$ cat config.mk
export PLATFORM = sky130hd
export DESIGN_NAME = socks5_request_parser_flat
export DESIGN_NICKNAME = d
export VERILOG_FILES = /design/src/rtl/core/srp_pkg.sv /design/src/rtl/core/srp_in_if.sv /design/src/rtl/core/srp_out_if.sv /design/src/rtl/core/srp_step.sv /design/src/rtl/core/socks5_request_parser.sv /design/src/flat_wrapper.sv
export SDC_FILE = /design/constraint.sdc
export NUM_CORES = 1
export LEC_CHECK = 0
export BUFFER_PORTS_ARGS = -buffer_cell sky130_fd_sc_hd__buf_2
export CORE_MARGIN = 2
export CORE_UTILIZATION = 58
export CTS_BUF_LIST = sky130_fd_sc_hd__clkbuf_16
export CTS_CLUSTER_SIZE = 20
export DETAILED_ROUTE_END_ITERATION = 7
export PLACE_DENSITY = 0.8
export SLEW_MARGIN = 30
export SYNTH_ARGS = -nofsm -noshare
export SYNTH_HDL_FRONTEND = slang
export SYNTH_HIERARCHICAL = 1
export SYNTH_SLANG_ARGS = --single-unit
$ cat constraint.sdc
create_clock -name clk -period 2.46 [get_ports clk]
set_input_delay 0.615 -clock clk [delete_from_list [all_inputs] [get_ports clk]]
set_output_delay 0.615 -clock clk [all_outputs]
set_load 0.01 [all_outputs]
$ cat src/rtl/core/srp_pkg.sv
// shared types and constants of the socks5 request parser
package srp_pkg;

  typedef enum logic [3:0] {
    PH_IDLE,
    PH_CMD,
    PH_RSV,
    PH_ATYP,
    PH_RSV_X,
    PH_ATYP_X,
    PH_DLEN,
    PH_ADDR,
    PH_PHI,
    PH_PLO,
    PH_DONE
  } phase_t;

  localparam logic [2:0] ST_PEND = 3'd0;
  localparam logic [2:0] ST_ADDR = 3'd1;
  localparam logic [2:0] ST_OK   = 3'd2;
  localparam logic [2:0] ST_BAD  = 3'd3;
  localparam logic [2:0] ST_CMD  = 3'd4;
  localparam logic [2:0] ST_ATYP = 3'd5;

  localparam logic [3:0] REP_NONE = 4'h0;
  localparam logic [3:0] REP_CMD  = 4'h7;
  localparam logic [3:0] REP_ATYP = 4'h8;

  localparam logic [7:0] SOCKS_VER      = 8'h05;
  localparam logic [7:0] REQ_CONNECT    = 8'h01;
  localparam logic [7:0] ADDR_TYPE_V4   = 8'h01;
  localparam logic [7:0] ADDR_TYPE_NAME = 8'h03;
  localparam logic [7:0] ADDR_TYPE_V6   = 8'h04;

  localparam logic [1:0] KIND_IPV4   = 2'd0;
  localparam logic [1:0] KIND_DOMAIN = 2'd1;
  localparam logic [1:0] KIND_IPV6   = 2'd2;

  localparam logic [7:0] LEN_IPV4 = 8'd4;
  localparam logic [7:0] LEN_IPV6 = 8'd16;

  typedef struct packed {
    phase_t     phase;
    logic [1:0] kind;
    logic [7:0] bytes_left;
    logic [7:0] byte_pos;
    logic [7:0] port_hi;
  } srp_state_t;

  typedef struct packed {
    logic [2:0]  status;
    logic [7:0]  addr_byte;
    logic [7:0]  addr_index;
    logic [1:0]  addr_kind;
    logic [15:0] dest_port;
    logic [3:0]  reply_code;
  } srp_result_t;

endpackage

$ cat src/rtl/core/srp_in_if.sv
// request byte channel
interface srp_in_if;
  logic       valid;
  logic       ready;
  logic [7:0] data_byte;
  logic       first;
  logic       last;

  modport source (output valid, data_byte, first, last, input ready);
  modport sink (input valid, data_byte, first, last, output ready);
endinterface

$ cat src/rtl/core/srp_out_if.sv
// parse result channel
interface srp_out_if;
  logic        valid;
  logic        ready;
  logic [2:0]  status;
  logic [7:0]  addr_byte;
  logic [7:0]  addr_index;
  logic [1:0]  addr_kind;
  logic [15:0] dest_port;
  logic [3:0]  reply_code;

  modport source (output valid, status, addr_byte, addr_index, addr_kind, dest_port,
                  reply_code, input ready);
  modport sink (input valid, status, addr_byte, addr_index, addr_kind, dest_port,
                reply_code, output ready);
endinterface

$ cat src/rtl/core/srp_step.sv
// one parser step: next state and result for one request byte
module srp_step
  import srp_pkg::*;
(
  input  srp_state_t  state,
  input  logic [7:0]  data_byte,
  input  logic        first,
  input  logic        last,
  output srp_state_t  state_next,
  output srp_result_t result
);

  always_comb begin
    state_next = state;
    result     = '0;
    result.status     = ST_PEND;
    result.reply_code = REP_NONE;

    if (first) begin
      state_next.kind       = KIND_IPV4;
      state_next.bytes_left = '0;
      state_next.byte_pos   = '0;
      state_next.port_hi    = '0;
      if (data_byte != SOCKS_VER || last) begin
        result.status    = ST_BAD;
        state_next.phase = PH_DONE;
      end else begin
        state_next.phase = PH_CMD;
      end
    end else begin
      case (state.phase)
        PH_CMD: begin
          if (last) begin
            result.status    = ST_BAD;
            state_next.phase = PH_DONE;
          end else begin
            state_next.phase = (data_byte == REQ_CONNECT) ? PH_RSV : PH_RSV_X;
          end
        end
        PH_RSV, PH_RSV_X: begin
          if (last) begin
            result.status    = ST_BAD;
            state_next.phase = PH_DONE;
          end else begin
            state_next.phase = (state.phase == PH_RSV) ? PH_ATYP : PH_ATYP_X;
          end
        end
        PH_ATYP_X: begin
          // command check deferred until the header is complete
          result.status     = ST_CMD;
          result.reply_code = REP_CMD;
          state_next.phase  = PH_DONE;
        end
        PH_ATYP: begin
          state_next.byte_pos = '0;
          case (data_byte)
            ADDR_TYPE_V4: begin
              state_next.kind       = KIND_IPV4;
              state_next.bytes_left = LEN_IPV4;
              state_next.phase      = PH_ADDR;
            end
            ADDR_TYPE_NAME: begin
              state_next.kind  = KIND_DOMAIN;
              state_next.phase = PH_DLEN;
            end
            ADDR_TYPE_V6: begin
              state_next.kind       = KIND_IPV6;
              state_next.bytes_left = LEN_IPV6;
              state_next.phase      = PH_ADDR;
            end
            default: begin
              result.status     = ST_ATYP;
              result.reply_code = REP_ATYP;
              state_next.phase  = PH_DONE;
            end
          endcase
        end
        PH_DLEN: begin
          state_next.bytes_left = data_byte;
          // empty domain skips straight to the port
          state_next.phase = (data_byte == 8'd0) ? PH_PHI : PH_ADDR;
        end
        PH_ADDR: begin
          result.status         = ST_ADDR;
          result.addr_byte      = data_byte;
          result.addr_index     = state.byte_pos;
          result.addr_kind      = state.kind;
          state_next.byte_pos   = state.byte_pos + 8'd1;
          state_next.bytes_left = state.bytes_left - 8'd1;
          if (state.bytes_left == 8'd1) begin
            state_next.phase = PH_PHI;
          end
        end
        PH_PHI: begin
          state_next.port_hi = data_byte;
          state_next.phase   = PH_PLO;
        end
        PH_PLO: begin
          result.status    = ST_OK;
          result.addr_kind = state.kind;
          result.dest_port = {state.port_hi, data_byte};
          state_next.phase = PH_DONE;
        end
        default: begin
          // idle or done: byte ignored
        end
      endcase
    end
  end

endmodule

$ cat src/rtl/core/socks5_request_parser.sv
// socks5 connect request parser, top level
// a transferred byte passes the input register and then the result register
// one byte per cycle while rsp.ready holds; a new byte is taken while a result waits
// the parser state advances when a byte moves from the input to the result register
// rst (synchronous) empties both registers and returns the parser to idle
module socks5_request_parser
  import srp_pkg::*;
(
  input  logic        clk,
  input  logic        rst,
  srp_in_if.sink      req,
  srp_out_if.source   rsp
);

  logic        s1_valid;
  logic [7:0]  s1_data;
  logic        s1_first;
  logic        s1_last;
  logic        s1_advance;

  srp_state_t  state;
  srp_state_t  state_next;
  srp_result_t step_result;

  logic        out_valid;
  srp_result_t out_result;

  assign s1_advance = s1_valid && (!out_valid || rsp.ready);
  assign req.ready  = !s1_valid || s1_advance;

  srp_step u_step (
    .state      (state),
    .data_byte  (s1_data),
    .first      (s1_first),
    .last       (s1_last),
    .state_next (state_next),
    .result     (step_result)
  );

  always_ff @(posedge clk) begin
    if (rst) begin
      s1_valid  <= 1'b0;
      out_valid <= 1'b0;
      state     <= '{phase: PH_IDLE, kind: KIND_IPV4, bytes_left: '0, byte_pos: '0,
                     port_hi: '0};
    end else begin
      if (req.ready) begin
        s1_valid <= req.valid;
      end
      if (s1_advance) begin
        state     <= state_next;
        out_valid <= 1'b1;
      end else if (rsp.ready) begin
        out_valid <= 1'b0;
      end
    end
  end

  always_ff @(posedge clk) begin
    if (req.valid && req.ready) begin
      s1_data  <= req.data_byte;
      s1_first <= req.first;
      s1_last  <= req.last;
    end
    if (s1_advance) begin
      out_result <= step_result;
    end
  end

  assign rsp.valid      = out_valid;
  assign rsp.status     = out_result.status;
  assign rsp.addr_byte  = out_result.addr_byte;
  assign rsp.addr_index = out_result.addr_index;
  assign rsp.addr_kind  = out_result.addr_kind;
  assign rsp.dest_port  = out_result.dest_port;
  assign rsp.reply_code = out_result.reply_code;

  // an address byte is only read while at least one is still owed
  a_addr_count: assert property (@(posedge clk) disable iff (rst)
    state.phase == PH_ADDR |-> state.bytes_left != 8'd0)
    else $error("address phase with no bytes left");

  // each reply code goes with its own error status and nothing else
  a_reply: assert property (@(posedge clk) disable iff (rst)
    out_valid |-> ((out_result.reply_code == REP_CMD) == (out_result.status == ST_CMD)) &&
                  ((out_result.reply_code == REP_ATYP) == (out_result.status == ST_ATYP)))
    else $error("reply code does not match status");

  // a first byte that is not version 5 closes the request
  a_bad_ver: assert property (@(posedge clk) disable iff (rst)
    s1_advance && s1_first && s1_data != SOCKS_VER |=>
      state.phase == PH_DONE && out_valid && out_result.status == ST_BAD)
    else $error("bad version not rejected");

  // a completed port only leaves the parser done
  a_done: assert property (@(posedge clk) disable iff (rst)
    s1_advance && !s1_first && state.phase == PH_PLO |=>
      state.phase == PH_DONE && out_result.status == ST_OK)
    else $error("port completion lost");

  // the input register only backpressures while it holds a byte
  a_ready: assert property (@(posedge clk) disable iff (rst)
    !req.ready |-> s1_valid && out_valid)
    else $error("input stalled while empty");

endmodule

$ cat src/flat_wrapper.sv
// flat-port wrapper written by rule: the top's interface ports become plain ports
module socks5_request_parser_flat import srp_pkg::*;
  (clk, rst, req_valid, req_data_byte, req_first, req_last, req_ready, rsp_valid, rsp_status, rsp_addr_byte, rsp_addr_index, rsp_addr_kind, rsp_dest_port, rsp_reply_code, rsp_ready);
  srp_in_if req_i ();
  srp_out_if rsp_i ();
  input  logic clk;
  input  logic rst;
  input wire logic [$bits(req_i.valid)-1:0] req_valid;
  input wire logic [$bits(req_i.data_byte)-1:0] req_data_byte;
  input wire logic [$bits(req_i.first)-1:0] req_first;
  input wire logic [$bits(req_i.last)-1:0] req_last;
  output wire logic [$bits(req_i.ready)-1:0] req_ready;
  output wire logic [$bits(rsp_i.valid)-1:0] rsp_valid;
  output wire logic [$bits(rsp_i.status)-1:0] rsp_status;
  output wire logic [$bits(rsp_i.addr_byte)-1:0] rsp_addr_byte;
  output wire logic [$bits(rsp_i.addr_index)-1:0] rsp_addr_index;
  output wire logic [$bits(rsp_i.addr_kind)-1:0] rsp_addr_kind;
  output wire logic [$bits(rsp_i.dest_port)-1:0] rsp_dest_port;
  output wire logic [$bits(rsp_i.reply_code)-1:0] rsp_reply_code;
  input wire logic [$bits(rsp_i.ready)-1:0] rsp_ready;
  assign req_i.valid = req_valid;
  assign req_i.data_byte = req_data_byte;
  assign req_i.first = req_first;
  assign req_i.last = req_last;
  assign req_ready = req_i.ready;
  assign rsp_valid = rsp_i.valid;
  assign rsp_status = rsp_i.status;
  assign rsp_addr_byte = rsp_i.addr_byte;
  assign rsp_addr_index = rsp_i.addr_index;
  assign rsp_addr_kind = rsp_i.addr_kind;
  assign rsp_dest_port = rsp_i.dest_port;
  assign rsp_reply_code = rsp_i.reply_code;
  assign rsp_i.ready = rsp_ready;
  socks5_request_parser u_core (.clk(clk), .rst(rst), .req(req_i), .rsp(rsp_i));
endmodule
Yosys cells after proc, flatten, opt, wreduce, memory -nomap -nowiden
Cells that the tools add are included.

Add/subtract/negate cells: 2. Multiply operators: 0. Divide/modulo/power cells: 0. Order comparisons: 0. Equality and inequality tests: 16. Shifts and indexed selects: 0. Muxes and demuxes: 25. Bitwise operators: 3. Reductions and logical operators: 29.

Operators by type and width (count): $pmux 8 s2 (2); $mux 30 (1); $pmux 4 s7 (1); $mux 4 (6); $pmux 8 s3 (1); $eq 4x3->1 const B (4); $eq 8x1->1 const B (2); $pmux 4 s2 (2); $pmux 3 s5 (1); $reduce_or 2->1 (7); $mux 3 (4); $reduce_and 3->1 (3); $add 8x1->8 const B (1); $eq 4x2->1 const B (2); $eq 4x4->1 const B (2); $eq 8x2->1 const B (1); $eq 8x3->1 const B (1); $logic_not 8->1 (1); $mux 8 (1); $ne 8x3->1 const B (1); $reduce_bool 4->1 (2); $reduce_bool 8->1 (1); $sub 8x1->8 const B (1); $mux 2 (3); other kinds (13) (24).

Bits in registers: 83. Bits in latches: 0. Memory bits (writable): 0. ROM bits: 0. Input port bits: 14. Output and inout port bits: 43. Word-level logic and storage cells: 91. Memories: 0.

Depth between registers and ports, before layout
Gate-level depths: netlist (run 1).

Word-level depth: 5. Depth in mapped cells: 8. Gate-level depth less buffers: 8.

Cells and area by module
Netlist (run 1), hierarchy kept.

Modules (own cells, without submodules): socks5_request_parser (times used 1, cells an instance 191, area each 2989.1 um2, seq. area each 2172.1 um2); srp_step (times used 1, cells an instance 271, area each 1709.1 um2, seq. area each 0.0 um2).

Worst setup path after synthesis (run 1)
Ideal clock, no wire load.

Kind: reg2reg. Start: reg u_core.s1_data[3]. End: reg, netlist name u_core/state[27]. Library setup time: 0.118 ns. Arrival time: 1.754 ns. Slack: 0.588 ns. Stages on the path, launching flop included: 7. Clock period less this slack: 1.872 ns. Cell sequence: edfxtp_1 > or4_4 > o41a_1 > a21oi_1 > a41oi_1 > nand2b_1 > mux2i_1.

RTL lines: from (decl) (RTL line socks5_request_parser.sv:16) `logic [7:0] s1_data;`; from (signal assigned) (RTL line socks5_request_parser.sv:61) `s1_data <= req.data_byte;`.

==> results of run 1 <==
==> final timing paths <==
| check | endpoint | startpoint | cells past startpoint | slack [ns] |
|---|---|---|---|---|
| max | u_core/state[28]$_SDFFE_PP0P_ | u_core/s1_data[3]$_DFFE_PP_ | 6 | 0.32 |
| min | u_core/s1_data[2]$_DFFE_PP_ | req_data_byte[2] | 1 | 0.46 |
| max reg2reg | u_core/state[28]$_SDFFE_PP0P_ | u_core/s1_data[3]$_DFFE_PP_ | 6 | 0.32 |
| min reg2reg | u_core/state[6]$_SDFFE_PP0P_ | u_core/state[6]$_SDFFE_PP0P_ | 2 | 0.49 |
==> kinds of logic (layout without fill, tap and decap cells) <==
group / after synthesis / after routing
fa+ha+maj: 3 / 3
xor+xnor: 5 / 5
flops: 83 / 83
simple gates: 199 / 199
mux: 32 / 32
compound gates: 92 / 92
buf+inv: 48 / 98
==> cells in the mapped netlist, types with 4 or more instances <==
| master | number |
|---|---|
| and2_1 | 14 |
| o31ai_1 | 5 |
| a211oi_1 | 5 |
| nand3_1 | 11 |
| and3_1 | 14 |
| a22oi_1 | 4 |
| buf_2 | 5 |
| clkbuf_8 | 6 |
| dfxtp_1 | 32 |
| nor3_1 | 9 |
| nor4_1 | 5 |
| nor2_1 | 22 |
| nand2_1 | 27 |
| mux2i_1 | 31 |
| a31oi_1 | 10 |
| o21ai_0 | 6 |
| clkbuf_1 | 19 |
| inv_1 | 9 |
| edfxtp_1 | 51 |
| nand2b_1 | 63 |
| a21oi_1 | 31 |
| o211ai_1 | 6 |
==> metal layers <==
| layer | global-route usage [%] | share of wire (%) |
|---|---|---|
| met1 | 33.1 | 42 |
| met5 | 0 | 0 |
| met2 | 37.6 | 46 |
| met4 | 12.7 | 3.7 |
| met3 | 5.06 | 8.8 |
==> cell usage in the layout (no fill, tap or decap), types with 4 or more instances in the layout <==
master,synthesis,layout
a211oi_1,5,5
a21oi_1,31,31
a22oi_1,4,4
a31oi_1,10,10
and2_1,14,14
and3_1,14,14
buf_2,5,56
buf_4,3,16
clkbuf_16,0,9
dfxtp_1,32,32
edfxtp_1,51,51
inv_1,9,9
mux2i_1,31,31
nand2_1,27,27
nand2b_1,63,63
nand3_1,11,11
nor2_1,22,22
nor3_1,9,9
nor4_1,5,5
o211ai_1,6,6
o21ai_0,6,6
o31ai_1,5,5
==> power by group through the flow <==
stage	registers [mW]	logic, mW	clock network [mW]
floorplan	1.58	0.200	0
detailed placement	1.58	0.266	0
global route	1.55	0.293	1.31
finish	1.55	0.271	1.24
CTS	1.55	0.268	1.26
global placement	1.57	0.260	0
==> timing repair <==
| item | CTS | global route |
|---|---|---|
| gates resized for setup | 0 | 1 |
| hold buffers | 0 | 0 |
| setup endpoints to repair | 0 | 1 |
| hold endpoints to repair | 0 | 0 |
==> metrics by stage <==
| step | instance area [um^2] | util (%) | total power [mW] | cells | hold slack (ns) |
|---|---|---|---|---|---|
| 5_1_grt | 5240 | 67.1 | 3.16 | 614 | 0.450 |
| 3_5_place_dp | 4960 | 63.5 | 1.84 | 598 | 0.486 |
| 4_1_cts | 5230 | 67.0 | 3.07 | 614 | 0.451 |
| 6_report | 5240 | 67.1 | 3.06 | 614 | 0.456 |
| 2_1_floorplan | 4700 | - | 1.78 | 462 | 0.457 |
| 3_3_place_gp | 4960 | 63.5 | 1.83 | 598 | 0.467 |
==> layout make-up <==
type,instances,share of cell area [%]
Inverter,9,0.645
Clock buffer,9,4.30
Tap cell,102,2.44
Clock inverter,7,0.979
Timing Repair Buffer,73,8.02
Multi-Input combinational cell,331,42.2
Sequential cell,83,41.5
==> critical path: stages (launching register included) <==
cell and delay [ns]:
edfxtp_1 0.50, or4_4 0.63, nor3_2 0.29, a32oi_1 0.17, a41oi_1 0.24, nand2b_1 0.08, mux2i_1 0.15
==> registers in the layout, summed over array words and instances, names as in the netlist <==
register / flops
u_core/state: 30
u_core/rsp.dest_port: 16
u_core/rsp.addr_byte: 8
u_core/rsp.addr_index: 8
u_core/s1_data: 8
u_core/rsp.reply_code: 4
u_core/rsp.status: 3
u_core/rsp.addr_kind: 2
u_core/rsp.valid: 1
u_core/s1_first: 1
u_core/s1_last: 1
u_core/s1_valid: 1
==> metrics, run 1 <==
status=completed; Pleak=1.88 nW; post-synthesis adder-cell area fraction=0.799%; top cells by area, synth=edfxtp_1 (33%), dfxtp_1 (14%), nand2b_1 (8.4%); final setup fails=0; GP Congestion=0.945; Yosys top cell by area=edfxtp_1; Clk pin slew, worst setup/hold paths=0.07 ns; Std-Cell Rows=32; Startpoint Class=register; Via density=6.22; WP data required=2.72 ns; Post-synth EDFFs=51; Worst-Skew Late Latency=0.34 ns; multiplexer share of the synthesized area=6.84%; ANT cells=0; fillers=596; Pins Over Slew Limit=0; ys flop type=edfxtp_1; Max-slew headroom=45.5%; clock skew=0.00960 ns; sw power=749 uW; Clk pwr share=40.6%; die span in x=94 um; WL per Instance=17.4 um; Net Sw Frac=24.5%; initial core utilization=60.2%; maximum VDD drop=301 uV; Hold Vio Cnt, Final=0; fin crit period=2.14 ns; io pins=57; Worst Tran Pin Value=0.815 ns; share of layout cells above drive strength 1=20.3%; Post-Syn Instances=462; DR DRC count=0; Num CTS Buffers=9; sequential power share=50.6%; post-synthesis sequential area ratio=46.2%; initial antenna violation count=0; CTS max path bufs=2; Chip Height=94 um; routed vias=3820; Final #Nets=524; WP data arrival=2.39 ns; Critical Path Sink Type=register; total of max-cap violations=0; internal power=2.31 mW; DRT iter0 DRCs=457; remaining antenna violation count=0; Layout area overhead=11.5%; period utilisation layout=87.0%; area of the multi-input gates=2210 um^2; PortBufs=56; routed wire length=10700 um; vias in the first global route=3471; Congestion Overflow GR=0; Setup Buffers After CTS=0; first-pass GRT wire length=16800 um; sum of negative setup slack=0 ns; Total Routing Usage GR=24.6%; largest net degree at the start of global routing=72; worst-path fanout max=6; power density cells=584 nW/um^2; flops & latches, synth=83; core region area=7810 um^2; CP Class=reg2reg; main combinational cell family by area after synthesis=simple AND/OR/NAND/NOR gates; Unique masters post-synth=66; post-DP HPWL=6870 um; CTS root buffer=clkbuf_16; mean area per synthesized cell=10.2 um^2; RSZ-0062 raised after global routing=false; XOR/XNOR Fraction of Synth Area=0.932%; syn nets=479; number of warnings issued by yosys=6; top cell type's share of synthesized area=32.6%; H-tree depth=3; Place WS=0.347 ns; Setup WS post-layout=0.321 ns; Max Clock Freq=468 MHz; die area=8840 um^2; simple-gate share of the synthesized area=25.3%; CTS sink cnt=83; Synth async-reset ratio=0%; Syn Std Cell Area=4700 um^2; DR pass1 iterations=6; TritonCTS clock tree=done; Seq. cell area=2170 um^2; Hold WC Path Type=in2reg; complex-gate fraction of the synthesized area=12.9%; logic gate share of total power=8.8%
(Power assumes the default switching activity.)
==> run 2, diff against run 1 <==
--- a/config.mk
+++ b/config.mk
@@ -12,6 +12,7 @@
 export CTS_CLUSTER_SIZE = 20
 export DETAILED_ROUTE_END_ITERATION = 7
 export PLACE_DENSITY = 0.8
+export SETUP_SLACK_MARGIN = 0.4
 export SLEW_MARGIN = 30
 export SYNTH_ARGS = -nofsm -noshare
 export SYNTH_HDL_FRONTEND = slang
==> constraint.sdc (replaced) <==
create_clock -name clk -period 2.6 [get_ports clk]
set_input_delay 0.65 -clock clk [delete_from_list [all_inputs] [get_ports clk]]
set_output_delay 0.65 -clock clk [all_outputs]
set_load 0.01 [all_outputs]
==> run 2 against run 1 <==
Against the previous run: sequential share of layout area is 0.50 points lower; final cell count is 0.33% higher; via count is 2.4% lower; clock skew is 0.00084 ns lower; critical endpoint is now u_core/state[29]$_SDFFE_PP0P_; highest routed layer unchanged; sequential power is 6% lower; worst hold slack better by 0.026 ns.
==> metrics, run 2 (synthesis results as in run 1) <==
status=completed; Worst Tran Pin Value=0.831 ns (+0.0162 ns); largest net degree at the start of global routing=72 (unchanged); Worst-Skew Late Latency=0.34 ns (about the same); hold path endpoint=u_core/s1_data[1]$_DFFE_PP_; maximum VDD drop=308 uV (+2.4%); initial antenna violation count=0 (unchanged); CP Class=reg2reg; met3 GRT Util=4.33% (-0.72 points); remaining antenna violation count=0 (unchanged); Num CTS Buffers=9 (unchanged); most frequent cells in the layout=nand2b_1 (63), buf_2 (56), edfxtp_1 (51), dfxtp_1 (32); power density cells=562 nW/um^2 (-3.9%); Hold WS=0.482 ns (+0.0259 ns); die area=8840 um^2 (unchanged); worst-case reg-to-reg path depth=6 (unchanged); Top reg by flops=u_core/state; R2R Setup Slk=0.52 ns (+0.20 ns); PortBufs=56 (unchanged); RSZ-0062 raised after global routing=true; Hold WC Path Type=in2reg; ANT cells=0 (unchanged); core region area=7810 um^2 (unchanged); GP Congestion=0.932 (-1.3%); Startpoint Class=register; DRT iter0 DRCs=424 (-7.2%); worst flop-to-flop path endpoint=u_core/state[29]$_SDFFE_PP0P_; Std-Cell Rows=32 (unchanged); Pleak=1.91 nW (+1.7%); Layout area overhead=12.9%; WP data arrival=2.30 ns (-0.09 ns); Hold Path Stages=1 (unchanged); sum of negative setup slack=0 ns (unchanged); Max Clock Freq=480 MHz (+2.7%); DR DRC count=0 (unchanged); CTS sink cnt=83 (unchanged); routed wire length=10400 um (-2.3%); CTS root buffer=clkbuf_16; final setup fails=0 (unchanged); Final #Nets=526 (+0.38%); leading cell type in the layout, fill and taps excluded=nand2b_1; met2 usage in global routing=40.4% (+2.8 points); grt met1 use=33.6% (+0.45 points); Hold Vio Cnt, Final=0 (unchanged); CTS max path bufs=2 (unchanged); routed vias=3729 (-2.4%); # hold bufs at CTS=0 (unchanged); total of max-cap violations=0 (unchanged); Clk pin slew, worst setup/hold paths=0.06 ns (about the same); TritonCTS clock tree=done; Congestion Overflow GR=0 (unchanged); Total Routing Usage GR=24.9% (+0.32 points); fin crit period=2.08 ns (-0.0572 ns); Crit Reg-Reg Startpoint=u_core/s1_data[3]$_DFFE_PP_; WP data required=2.81 ns (+0.09 ns); Chip Height=94 um (unchanged); period utilisation layout=80.1% (-6.9 points); Max-slew headroom=44.4% (-1.1 points); first-pass GRT wire length=17300 um (+2.5%); post-DP HPWL=6570 um (-4.3%); power after layout=2.98 mW (-2.7%); clock skew=0.00875 ns (-0.000844 ns); DR pass1 iterations=6 (unchanged); io pins=57 (unchanged); vias in the first global route=3545 (+2.1%); Pins Over Slew Limit=0 (unchanged); WL per Instance=16.9 um (-2.6%); share of layout cells above drive strength 1=21.0% (+0.70 points); initial core utilization=60.2% (unchanged); max FFs per register=30 (unchanged); H-tree depth=3 (unchanged); GRT busiest layer=met2; hold_sp=req_data_byte[1]; Critical Path Sink Type=register; worst-path fanout max=6 (unchanged); Via density=6.05 (-2.7%); die span in x=94 um (unchanged)
-- run 2: changes by cell type in the layout (fill, tap and decap cells not counted), sizes merged --
cell and change:
clkbuf +1, inv +1, clkinv -2, buf +2
-- run 2: worst max path at each step --
| stage | from | to | slack, ns |
|---|---|---|---|
| final | u_core/s1_data[3]$_DFFE_PP_ | u_core/state[29]$_SDFFE_PP0P_ | 0.52 |
| after global routing | u_core/s1_data[3]$_DFFE_PP_ | u_core/state[27]$_SDFFE_PP0P_ | 0.38 |
| after CTS | u_core/state[27]$_SDFFE_PP0P_ | u_core/state[16]$_SDFFE_PP0P_ | 0.47 |
| after detailed placement | u_core/s1_data[0]$_DFFE_PP_ | u_core/state[27]$_SDFFE_PP0P_ | 0.41 |
| after global placement | u_core/s1_data[0]$_DFFE_PP_ | u_core/state[27]$_SDFFE_PP0P_ | 0.44 |
| after floorplan | u_core/s1_data[3]$_DFFE_PP_ | u_core/state[27]$_SDFFE_PP0P_ | 0.73 |
-- run 2: critical path: stages (launching register included) --
cell and delay [ns]:
edfxtp_1 0.52, or4_4 0.65, o41a_1 0.44, a21oi_1 0.15, a31oi_1 0.06, nand2b_1 0.08, mux2i_1 0.06
-- run 2: layout make-up --
type	instances	area [um^2]
fill	592	2500
sequential	83	2170
clock buffer	10	250
inverter	9	33.8
clock inverter	6	45.0
multi-input combinational	331	2240
tap	102	128
timing repair buffer	75	435
-- run 2: report_power, final --
| part | internal [mW] | total, mW | switching [mW] | leakage, nW |
|---|---|---|---|---|
| Combinational | 0.109 | 0.267 | 0.158 | 1.01 |
| Sequential | 1.43 | 1.46 | 0.0291 | 0.757 |
| Clock | 0.712 | 1.25 | 0.540 | 0.139 |
-- run 2: through the flow --
| stage | instances | util, % | instance area (um^2) | worst slack (ns) |
|---|---|---|---|---|
| after global placement | 598 | 63.5 | 4960 | 0.440 |
| after detailed placement | 598 | 63.5 | 4960 | 0.409 |
| after CTS | 614 | 67.3 | 5260 | 0.469 |
| after global routing | 616 | 67.9 | 5300 | 0.381 |
| after floorplan | 462 | - | 4700 | 0.728 |
| final | 616 | 67.9 | 5300 | 0.518 |
-- run 2: layer usage --
layer	vias to the layer above	routed length, um
li1	1767	-
met1	1764	4360
met2	172	5020
met3	26	849
met4	0	204
met5	-	0
-- run 2: timing repair --
item                       4_1_cts  5_1_grt
setup endpoints to repair        1       10
pin swaps                        0        1
gates resized for setup          1        5
buffers inserted                 0        2
==> run 3, diff against run 2 <==
==> constraint.sdc (replaced) <==
create_clock -name clk -period 2.1 [get_ports clk]
set_input_delay 0.525 -clock clk [delete_from_list [all_inputs] [get_ports clk]]
set_output_delay 0.525 -clock clk [all_outputs]
set_load 0.01 [all_outputs]
==> run 3 against run 2 <==
Against the previous run: critical endpoint is now u_core/state[27]$_SDFFE_PP0P_; utilization grew 7.2 points; die area is the same; maximum frequency grew 4.0%; clock skew shrank 0.00061 ns; sequential share of layout area shrank 3.7 points; final area grew 11%.
==> metrics, run 3 (synthesis results as in run 1) <==
initial antenna violation count=0 (unchanged); Pleak=2.17 nW (+14%); Final Util=75.1% (+7.2 points); post-DP HPWL=6840 um (+4.1%); RSZ-0062 raised after global routing=true; GP Congestion=0.892 (-4.3%); Total Routing Usage GR=27.1% (+2.2 points); routed wire length=12200 um (+17%); Critical Path Sink Type=register; DR pass1 iterations=5 (-1); max FFs per register=30 (unchanged); core region area=7810 um^2 (unchanged); maximum VDD drop=382 uV (+24%); DRT iter0 DRCs=423 (-0.24%); final setup fails=0 (unchanged); fillers=495 (-16%); initial core utilization=60.2% (unchanged); power density cells=685 nW/um^2 (+22%); Max Clock Freq=500 MHz (+4.0%); CTS root buffer=clkbuf_16; Hold WS=0.356 ns (-0.126 ns); Startpoint Class=register; TritonCTS clock tree=done; leading cell type in the layout, fill and taps excluded=nand2b_1; Top reg by flops=u_core/state; die area=8840 um^2 (unchanged); share of layout cells above drive strength 1=33.3% (+12 points); Layout area overhead=24.8%; Chip Height=94 um (unchanged); Place WS=0.113 ns (-0.295 ns); WP data required=2.31 ns (-0.50 ns); Hold Vio Cnt, Final=0 (unchanged); DR DRC count=0 (unchanged); ANT cells=0 (unchanged); clock skew=0.00815 ns (-0.000608 ns); CTS max path bufs=2 (unchanged); status=completed; WL per Instance=18.8 um (+11%); Hold WC Path Type=in2reg; Std-Cell Rows=32 (unchanged); remaining antenna violation count=0 (unchanged); Via density=6.29 (+4.0%); routed vias=4097 (+9.9%); vias in the first global route=3707 (+4.6%); CTS sink cnt=83 (unchanged); Num CTS Buffers=9 (unchanged); Worst Tran Pin Value=0.433 ns (-0.398 ns); Worst-Skew Late Latency=0.34 ns (about the same); WP data arrival=2.21 ns (-0.09 ns); PortBufs=56 (unchanged); io pins=57 (unchanged); Setup WS post-layout=0.0984 ns (-0.420 ns); first-pass GRT wire length=18500 um (+7.1%); power after layout=4.01 mW (+35%); H-tree depth=3 (unchanged); die span in x=94 um (unchanged); R2R Setup Slk=0.1 ns (-0.42 ns); worst-path fanout max=3 (-3); CP Class=reg2reg; Max-slew headroom=70.8% (+26 points); period utilisation layout=95.3% (+15 points); largest net degree at the start of global routing=72 (unchanged); most frequent cells in the layout=nand2b_1 (62), buf_2 (56), edfxtp_1 (51), buf_4 (42), mux2i_1 (31); total of max-cap violations=0 (unchanged); fin crit period=2.00 ns (-0.0802 ns); Clk pin slew, worst setup/hold paths=0.07 ns (about the same); Final #Nets=561 (+6.7%); Congestion Overflow GR=0 (unchanged); Pins Over Slew Limit=0 (unchanged)
[run 3: cell count changes in the layout (fill, tap and decap cells not counted), sizes merged]
cell / delta
buf: +35
clkbuf: -1
clkinvlp: -2
bufinv: +3
[run 3: metal layers]
metal / vias to the layer above / wire [um] / GRT usage [%]
li1: 1851 / - / -
met1: 1913 / 4890 / 35.7
met2: 283 / 5770 / 43.6
met3: 50 / 1170 / 5.06
met4: 0 / 398 / 11.8
met5: - / 0 / 0
[run 3: stage by stage]
| step | instances | setup TNS (ns) | cell area (um^2) |
|---|---|---|---|
| after floorplan | 462 | 0 | 4700 |
| after global placement | 611 | 0 | 5060 |
| after detailed placement | 611 | 0 | 5060 |
| after CTS | 647 | 0 | 5660 |
| after global routing | 651 | -0.0102 | 5860 |
| final | 651 | 0 | 5860 |
[run 3: timing repair]
item / 4_1_cts / 5_1_grt
pin swaps: 12 / 12
gates resized for setup: 26 / 43
hold buffers: 0 / 0
setup endpoints to repair: 58 / 54
setup buffers: 19 / 4
cloned: 1 / 0
[run 3: area by class of cell]
class | instances | area (um^2) | share of cell area (%)
tap | 102 | 128 | 2.18
multi-input combinational | 331 | 2430 | 41.5
inverter | 9 | 33.8 | 0.576
sequential | 83 | 2190 | 37.3
clock buffer | 9 | 225 | 3.84
timing repair buffer | 110 | 739 | 12.6
clock inverter | 7 | 115 | 1.96
[run 3: path summary, 6_finish.rpt]
check,cells past startpoint,start,endpoint
worst min-delay path,1,req_last,u_core/s1_last$_DFFE_PP_
worst max-delay path,6,u_core/s1_data[7]$_DFFE_PP_,u_core/state[27]$_SDFFE_PP0P_
worst max register to register,6,u_core/s1_data[7]$_DFFE_PP_,u_core/state[27]$_SDFFE_PP0P_
worst min register to register,2,u_core/state[6]$_SDFFE_PP0P_,u_core/state[6]$_SDFFE_PP0P_
[run 3: worst max-delay path, stage by stage (launching register included)]
cell      delay (ns)
edfxtp_1        0.45
or4_4           0.53
buf_4           0.16
o41ai_4         0.30
a41oi_2         0.19
nand2b_1        0.15
mux2i_1         0.09
[run 3: where the power goes]
group          internal [mW]  leakage (nW)  switching [mW]
combinational          0.170          1.24           0.234
sequential              1.77         0.761          0.0301
clock                   1.16         0.169           0.645
total                   3.10          2.17           0.910
